**src/sv/scip_pkg.sv**
```systemverilog
// ---------------------------------------------------------------------------
// scip_pkg
// Shared widths, types and the divide step for the segment intersection block.
// ---------------------------------------------------------------------------
package scip_pkg;

    localparam int COORD_BITS = 16;
    localparam int FRAC_BITS  = 8;
    localparam int OUT_BITS   = 24;

    localparam int DW    = COORD_BITS + 1;
    localparam int PW    = 2 * DW;
    localparam int CW    = PW + 1;
    localparam int DENW  = CW + 1;
    localparam int MW    = COORD_BITS + CW;
    localparam int NUMW  = MW + 1;
    localparam int NW    = NUMW + FRAC_BITS;
    localparam int QB    = OUT_BITS;
    localparam int HW    = NW - QB;

    localparam int FIFO_DEPTH = 4;
    localparam int FIFO_AW    = $clog2(FIFO_DEPTH);

    typedef logic signed [COORD_BITS-1:0] t_coord;
    typedef logic signed [DW-1:0]         t_diff;
    typedef logic signed [PW-1:0]         t_prod;
    typedef logic signed [CW-1:0]         t_cr;
    typedef logic signed [DENW-1:0]       t_den;
    typedef logic signed [MW-1:0]         t_mul;
    typedef logic signed [NUMW-1:0]       t_num;
    typedef logic signed [NW-1:0]         t_nsc;
    typedef logic signed [OUT_BITS-1:0]   t_out;
    typedef logic [NW-1:0]                t_nmag;
    typedef logic [DENW-1:0]              t_dmag;

    typedef enum logic [1:0] {
        KIND_NONE  = 2'd0,
        KIND_CROSS = 2'd1,
        KIND_TOUCH = 2'd2
    } t_kind;

    localparam logic [1:0] TRI_P [4] = '{2'd0, 2'd0, 2'd2, 2'd2};
    localparam logic [1:0] TRI_Q [4] = '{2'd1, 2'd1, 2'd3, 2'd3};
    localparam logic [1:0] TRI_K [4] = '{2'd2, 2'd3, 2'd0, 2'd1};

    typedef struct packed {
        t_kind kind;
        t_out  tx;
        t_out  ty;
        t_nmag nx_mag;
        logic  nx_neg;
        t_nmag ny_mag;
        logic  ny_neg;
        t_dmag d_mag;
        logic  d_neg;
    } t_item;

    typedef struct packed {
        t_dmag         rem;
        logic [QB-1:0] low;
        logic [QB-1:0] q;
        logic          neg;
        logic          ovf;
    } t_lane;

    typedef struct packed {
        t_kind kind;
        t_out  tx;
        t_out  ty;
        t_dmag d_mag;
        t_lane lx;
        t_lane ly;
    } t_stage;

    function automatic t_lane div_step(t_lane l, t_dmag d);
        logic [DENW:0] t;
        t_lane         r;
        r = l;
        t = {l.rem, l.low[QB-1]};
        r.low = {l.low[QB-2:0], 1'b0};
        if (t >= {1'b0, d}) begin
            r.rem = DENW'(t - {1'b0, d});
            r.q   = {l.q[QB-2:0], 1'b1};
        end else begin
            r.rem = DENW'(t);
            r.q   = {l.q[QB-2:0], 1'b0};
        end
        return r;
    endfunction

    function automatic t_lane lane_init(t_nmag n, logic neg, t_dmag d);
        t_lane r;
        r.rem = DENW'(n[NW-1:QB]);
        r.low = n[QB-1:0];
        r.q   = '0;
        r.neg = neg;
        r.ovf = (DENW'(n[NW-1:QB]) >= d);
        return r;
    endfunction

endpackage

```
**src/sv/scip_fifo.sv**
```systemverilog
// ---------------------------------------------------------------------------
// scip_fifo
// Short item queue between the classify front and the divide back.
// ---------------------------------------------------------------------------
module scip_fifo import scip_pkg::*; (
    input  logic  i_clk,
    input  logic  i_rst_n,
    input  logic  i_push,
    input  t_item i_item,
    input  logic  i_pop,
    output t_item o_item,
    output logic  o_full,
    output logic  o_empty
);

    t_item                r_mem [FIFO_DEPTH];
    logic [FIFO_AW-1:0]   r_wp, r_rp;
    logic [FIFO_AW:0]     r_cnt, n_cnt;

    assign o_full  = (r_cnt == (FIFO_AW+1)'(FIFO_DEPTH));
    assign o_empty = (r_cnt == '0);
    assign o_item  = r_mem[r_rp];

    always_comb begin
        n_cnt = r_cnt;
        if (i_push && !i_pop) begin
            n_cnt = r_cnt + 1'b1;
        end else if (!i_push && i_pop) begin
            n_cnt = r_cnt - 1'b1;
        end
    end

    always_ff @(posedge i_clk) begin
        if (!i_rst_n) begin
            r_wp  <= '0;
            r_rp  <= '0;
            r_cnt <= '0;
        end else begin
            r_cnt <= n_cnt;
            if (i_push) begin
                r_wp <= r_wp + 1'b1;
            end
            if (i_pop) begin
                r_rp <= r_rp + 1'b1;
            end
        end
    end

    always_ff @(posedge i_clk) begin
        if (i_push) begin
            r_mem[r_wp] <= i_item;
        end
    end

    a_no_overflow: assert property (@(posedge i_clk) disable iff (!i_rst_n)
        !(i_push && o_full && !i_pop)) else $error("push into full queue");
    a_no_underflow: assert property (@(posedge i_clk) disable iff (!i_rst_n)
        !(i_pop && o_empty)) else $error("pop from empty queue");
    a_count_range: assert property (@(posedge i_clk) disable iff (!i_rst_n)
        r_cnt <= (FIFO_AW+1)'(FIFO_DEPTH)) else $error("queue count out of range");
    a_count_up: assert property (@(posedge i_clk) disable iff (!i_rst_n)
        (i_push && !i_pop) |=> (r_cnt == $past(r_cnt) + 1'b1))
        else $error("queue count did not advance");

endmodule

```
**config.mk**
```make
export PLATFORM = sky130hd
export DESIGN_NAME = scip_fifo
export DESIGN_NICKNAME = d
export VERILOG_FILES = /design/src/sv/scip_pkg.sv /design/src/sv/scip_fifo.sv
export SDC_FILE = /design/constraint.sdc
export NUM_CORES = 1
export LEC_CHECK = 0
export BUFFER_PORTS_ARGS = -buffer_cell sky130_fd_sc_hd__buf_2
export CORE_MARGIN = 2
export CORE_UTILIZATION = 35
export CTS_BUF_LIST = sky130_fd_sc_hd__clkbuf_8
export DETAILED_ROUTE_END_ITERATION = 8
export PLACE_DENSITY = 0.57
export SLEW_MARGIN = 0
export SYNTH_ARGS = -nofsm -noshare
export SYNTH_HDL_FRONTEND = slang
export SYNTH_SLANG_ARGS = --single-unit
export TNS_END_PERCENT = 20
```
**constraint.sdc**
```tcl
create_clock -name i_clk -period 6.45 [get_ports i_clk]
set_input_delay 0.3225 -clock i_clk [delete_from_list [all_inputs] [get_ports i_clk]]
set_output_delay 0.3225 -clock i_clk [all_outputs]
set_load 0.01 [all_outputs]
```
---- Word-level counts from Yosys, hierarchy flattened ----
Memories as Yosys holds them, arrays and structs flattened. A register that Yosys moved wholly into a read port is not among the register bits.
Cells that the tools add are included.
word-level totals
  register bits after elaboration ......... 7
  RAM bits ................................ 836
  input bits .............................. 213
  output and inout bits ................... 211
  logic and storage cells ................. 21
  memories kept ........................... 1
cells by class
  add/subtract/negate cells ............... 4
  equality and inequality tests ........... 1
  multiplexer cells ....................... 6
  reductions and logical operators ........ 6
memory list
  name   depth  width  read ports  clocked after memory_dff  write ports  RTL line         text
  r_mem  4      209    1           1                         1            scip_fifo.sv:16  t_item r_mem [FIFO_DEPTH];
operators by type and width
  operator             number
  $mux 3               2
  $add 2x1->2 const B  2
  $mux 2               2
  $add 3x1->3 const B  1
  $eq 3x3->1 const B   1
  $logic_not 3->1      1
  $sub 3x1->3 const B  1
  $logic_and 1x1->1    2
  $logic_not 1->1      2
  $mux 1               2
  $reduce_bool 2->1    1

---- Depth between registers and ports, before layout ----
  word-level depth ........................ 4
  gate-level depth with buffers ........... 7
  gate-level depth less buffers ........... 7

---- Least setup slack after synthesis ----
OpenSTA, ideal clock, no wires.
  kind .................................... register to register
  start ................................... register r_wp[0]
  end ..................................... memory r_mem[0][0] (netlist name) (enable)
  setup time .............................. 594 ps
  arrival time ............................ 5,291 ps
  slack ................................... 564 ps
  stages on the path, launching flop included .. 4
  buffers on the path ..................... 0
  cell sequence ........................... dfxtp_1 inv_1 ha_1 and2_1
RTL lines
  what                      RTL line         text
  start: declaration        scip_fifo.sv:17  logic [FIFO_AW-1:0] r_wp, r_rp;
  start signal: assignment  scip_fifo.sv:41  r_wp <= r_wp + 1'b1;
  end: declaration          scip_fifo.sv:16
No word-level cell before the write port.

==> results.yml <==
status:
  status: "finished, final reports clean"
setup_path:
  regToRegStartpoint: "r_wp[0]"
  critical_path_required_ps: 6130
  setup.worst_path.end_class: "output port"
  path_class: "flop to output port"
  timing.critical_path.fanout_max: 37
  regToRegSetupSlack_ps: 4110
  critPathLaunchType: "flop"
  r2r-end: "r_mem[2][89]"
  ff2ff_path_depth: 4
  cp_data_arrival_time_ps: 3020
cells_and_area:
  filler_cell_count: 7391
  area_delta_synth_final_pct: 26.6
  nets: 2099
  layout.core_utilization: 0.446
  layout_cell_share_with_drive_strength_beyond_1: 0.412
timing:
  setup_total_negative_slack_ps: 0
  timing_hold_violations_final: 0
  fmax_mhz: 299
  finalSetupViolations: 0
  drv_slew: 0
  max_slew.worst_pin.slew_ps: 1270
  post-route-min-period_ps: 3350
  max-slew-margin-rel: 0.156
  finClkSkew_ps: 22.7
  final_min_period_over_clock_period: 0.519
  grt_setup_unrepaired: "false"
detailed_routing:
  via_count: 14713
  avgViaCountPerCell: 4.68
  drt_iter0_markers: 827
  drc: 0
  routed_wire_length_per_instance_um: 20.4
  detailedRoute.firstPassIterationCount: 4
  antenna_violating_nets_post_route: 0
  detail_route.wirelength_um: 64100
job:
  maxCapViolations: 0
floorplanning:
  floorplan.rows: 108
  ios: 424
  die_x_um: 299
  fp.coreArea_um2: 86600
  die_area_um2: 89700
  die_height_um: 299
  initial_core_util: 0.353
synth:
  dominantRegCellSynth: "sky130_fd_sc_hd__edfxtp_1"
  yosysUniqueCellTypes: 22
  netlist_top_cells_area: "sky130_fd_sc_hd__edfxtp_1 82%, sky130_fd_sc_hd__mux4_2 15%, sky130_fd_sc_hd__dfxtp_1 0.59%"
  syn_nets: 1353
  synth_enable_flop_cells: 836
  area_leader_netlist: "sky130_fd_sc_hd__edfxtp_1"
  mean_area_per_synthesized_cell_um2: 26.9
  number_of_warnings_printed_during_yosys_synthesis: 0
  synth_seq_cells: 845
  synth_cells: 1134
  yosys.cell_count.top_type: "sky130_fd_sc_hd__edfxtp_1"
  ys_top_cells_by_count: "836 x sky130_fd_sc_hd__edfxtp_1, 209 x sky130_fd_sc_hd__mux4_2, 23 x sky130_fd_sc_hd__buf_2"
  synth_top_cell_area_share: 0.822
  synth-async-reset-ratio: 0
  synth-seq-area-share: 0.828
  syn_area_um2: 30500
cts:
  clock_insertion_delay_worst_skew_ps: 780
  clock_tree_from_tritoncts: "done"
  number_of_sinks_driven_by_the_clock_tree: 845
  cts.htree.levels: 4
  cts_root_buffer: "sky130_fd_sc_hd__clkbuf_8"
  clock_transition_time_at_the_flip_flop_clock_pins_of_the_worst_setup_and_hold_paths_ps: 60
  cts_buffers: 141
  cts-root-to-sink-buffers: 3
grt:
  grt_max_degree: 135
  antenna_found_initial: 6
  track_usage: 0.144
  grt-ovfl-total: 0
  grt_pass1_vias: 16619
  global_route_wire_length_before_repair_um: 96900
hold_path:
  hold-path-endpoint: "r_mem[2][26]"
  hold_path_depth: 2
  hold_path_class: "input port to flop"
  min-delay-start: "i_item[26]"
place:
  input_output_buffers: 423
  place.gp.congestion: 0.722
  dp.final_hpwl_um: 35500
pwr:
  irDropWorstVdd_mv: 0.196
  leakage_power_nw: 13.1
  power-per-cell-area_nw_per_um2: 307
## placed cells by master, fill, tap and decap left out
cell,synthesis,layout
sky130_fd_sc_hd__o21ai_0,1,1
sky130_fd_sc_hd__inv_6,0,4
sky130_fd_sc_hd__or3_1,1,1
sky130_fd_sc_hd__and2_4,0,4
sky130_fd_sc_hd__buf_12,0,7
sky130_fd_sc_hd__inv_1,4,55
sky130_fd_sc_hd__edfxtp_1,836,836
sky130_fd_sc_hd__buf_4,2,6
sky130_fd_sc_hd__mux4_2,209,209
sky130_fd_sc_hd__clkinv_1,0,32
sky130_fd_sc_hd__xnor2_1,2,2
sky130_fd_sc_hd__dfxtp_1,9,7
sky130_fd_sc_hd__clkinvlp_4,0,3
sky130_fd_sc_hd__buf_2,23,423
sky130_fd_sc_hd__and2_1,9,5
sky130_fd_sc_hd__nor3_1,1,1
sky130_fd_sc_hd__clkbuf_8,0,144
sky130_fd_sc_hd__bufinv_16,0,2
sky130_fd_sc_hd__a21boi_0,1,1
sky130_fd_sc_hd__clkinv_2,0,10
sky130_fd_sc_hd__nor2b_1,2,2
sky130_fd_sc_hd__mux2i_1,2,2
sky130_fd_sc_hd__xor2_1,3,3
sky130_fd_sc_hd__fa_1,1,1
sky130_fd_sc_hd__nand2_1,1,1
sky130_fd_sc_hd__dlygate4sd3_1,0,213
sky130_fd_sc_hd__ha_1,5,5
sky130_fd_sc_hd__inv_8,0,4
sky130_fd_sc_hd__dfxtp_4,0,2
sky130_fd_sc_hd__diode_2,0,1
sky130_fd_sc_hd__nor3b_1,1,1
## worst max-delay path by stage
| stage | to | slack [ps] | depth (start not counted) |
|---|---|---|---|
| global placement | o_item[63] | 3820 | 3 |
| global route | o_item[63] | 2770 | 3 |
| detailed placement | o_item[63] | 3800 | 3 |
| CTS | o_item[63] | 2860 | 3 |
| finish | o_item[63] | 3100 | 3 |
| floorplan | r_mem[0][0] | 560 | 3 |
## kinds of logic (layout without fill, tap and decap cells)
family | Yosys count | after routing | synth area share
simple gates | 15 | 15 | 0.00299
xor+xnor | 5 | 5 | 0.00143
flops | 845 | 845 | 0.828
mux | 211 | 211 | 0.155
other cells | 0 | 1 | 0
compound gates | 2 | 2 | 0.000410
buf+inv | 50 | 903 | 0.0100
fa+ha+maj | 6 | 6 | 0.00270
## metal layers
layer | part of all wire | vias to the layer above | track usage
met4 | 0.023 | 10 | 0.0542
met2 | 0.49 | 467 | 0.236
met5 | 0.00091 | - | 0
met3 | 0.079 | 125 | 0.0554
met1 | 0.41 | 7652 | 0.174
li1 | - | 6459 | -
## flip-flops by register name, indices dropped and copies added (netlist names), named ones only
| register | flops |
|---|---|
| r_cnt | 3 |
| r_mem | 836 |
| r_rp | 2 |
| r_wp | 2 |
## power by group
group          internal, mW  switching [mW]
Clock                  2.16            2.06
Sequential             6.32          0.0672
Combinational         0.589           0.657
Total                  9.07            2.78
## critical path, cell delays in order, from the launching register on
cell                      delay (ps)
sky130_fd_sc_hd__dfxtp_4         690
sky130_fd_sc_hd__buf_4           690
sky130_fd_sc_hd__mux4_2          640
sky130_fd_sc_hd__buf_2           170
## what timing repair did
item                                   in CTS  in global routing
hold buffers                              213                  0
endpoints found under the hold margin     845                  0
setup buffers                               0                  0
gates resized for setup                     0                  0
## metrics by stage
step | hold WS (ps) | worst slack, ps | power, mW | area [um^2] | instances
2_1_floorplan | 421 | 564 | 7.19 | 30500 | 1134
3_3_place_gp | 483 | 3820 | 7.64 | 34000 | 2679
3_5_place_dp | 538 | 3800 | 7.67 | 34000 | 2679
4_1_cts | 156 | 2860 | 12.1 | 38700 | 3142
5_1_grt | 222 | 2770 | 12.4 | 38700 | 3143
6_report | 285 | 3100 | 11.9 | 38700 | 3143
## layout make-up
class,count,area (um^2),area share
antenna,1,2.50,0.0000647
clock buffer,144,1980,0.0513
clock inverter,106,524,0.0136
inverter,4,15.0,0.000388
multi-input combinational,239,4970,0.128
sequential,845,25300,0.654
tap,1155,1450,0.0374
timing repair buffer,649,4430,0.115
Power figures use the tool's default switching activity.
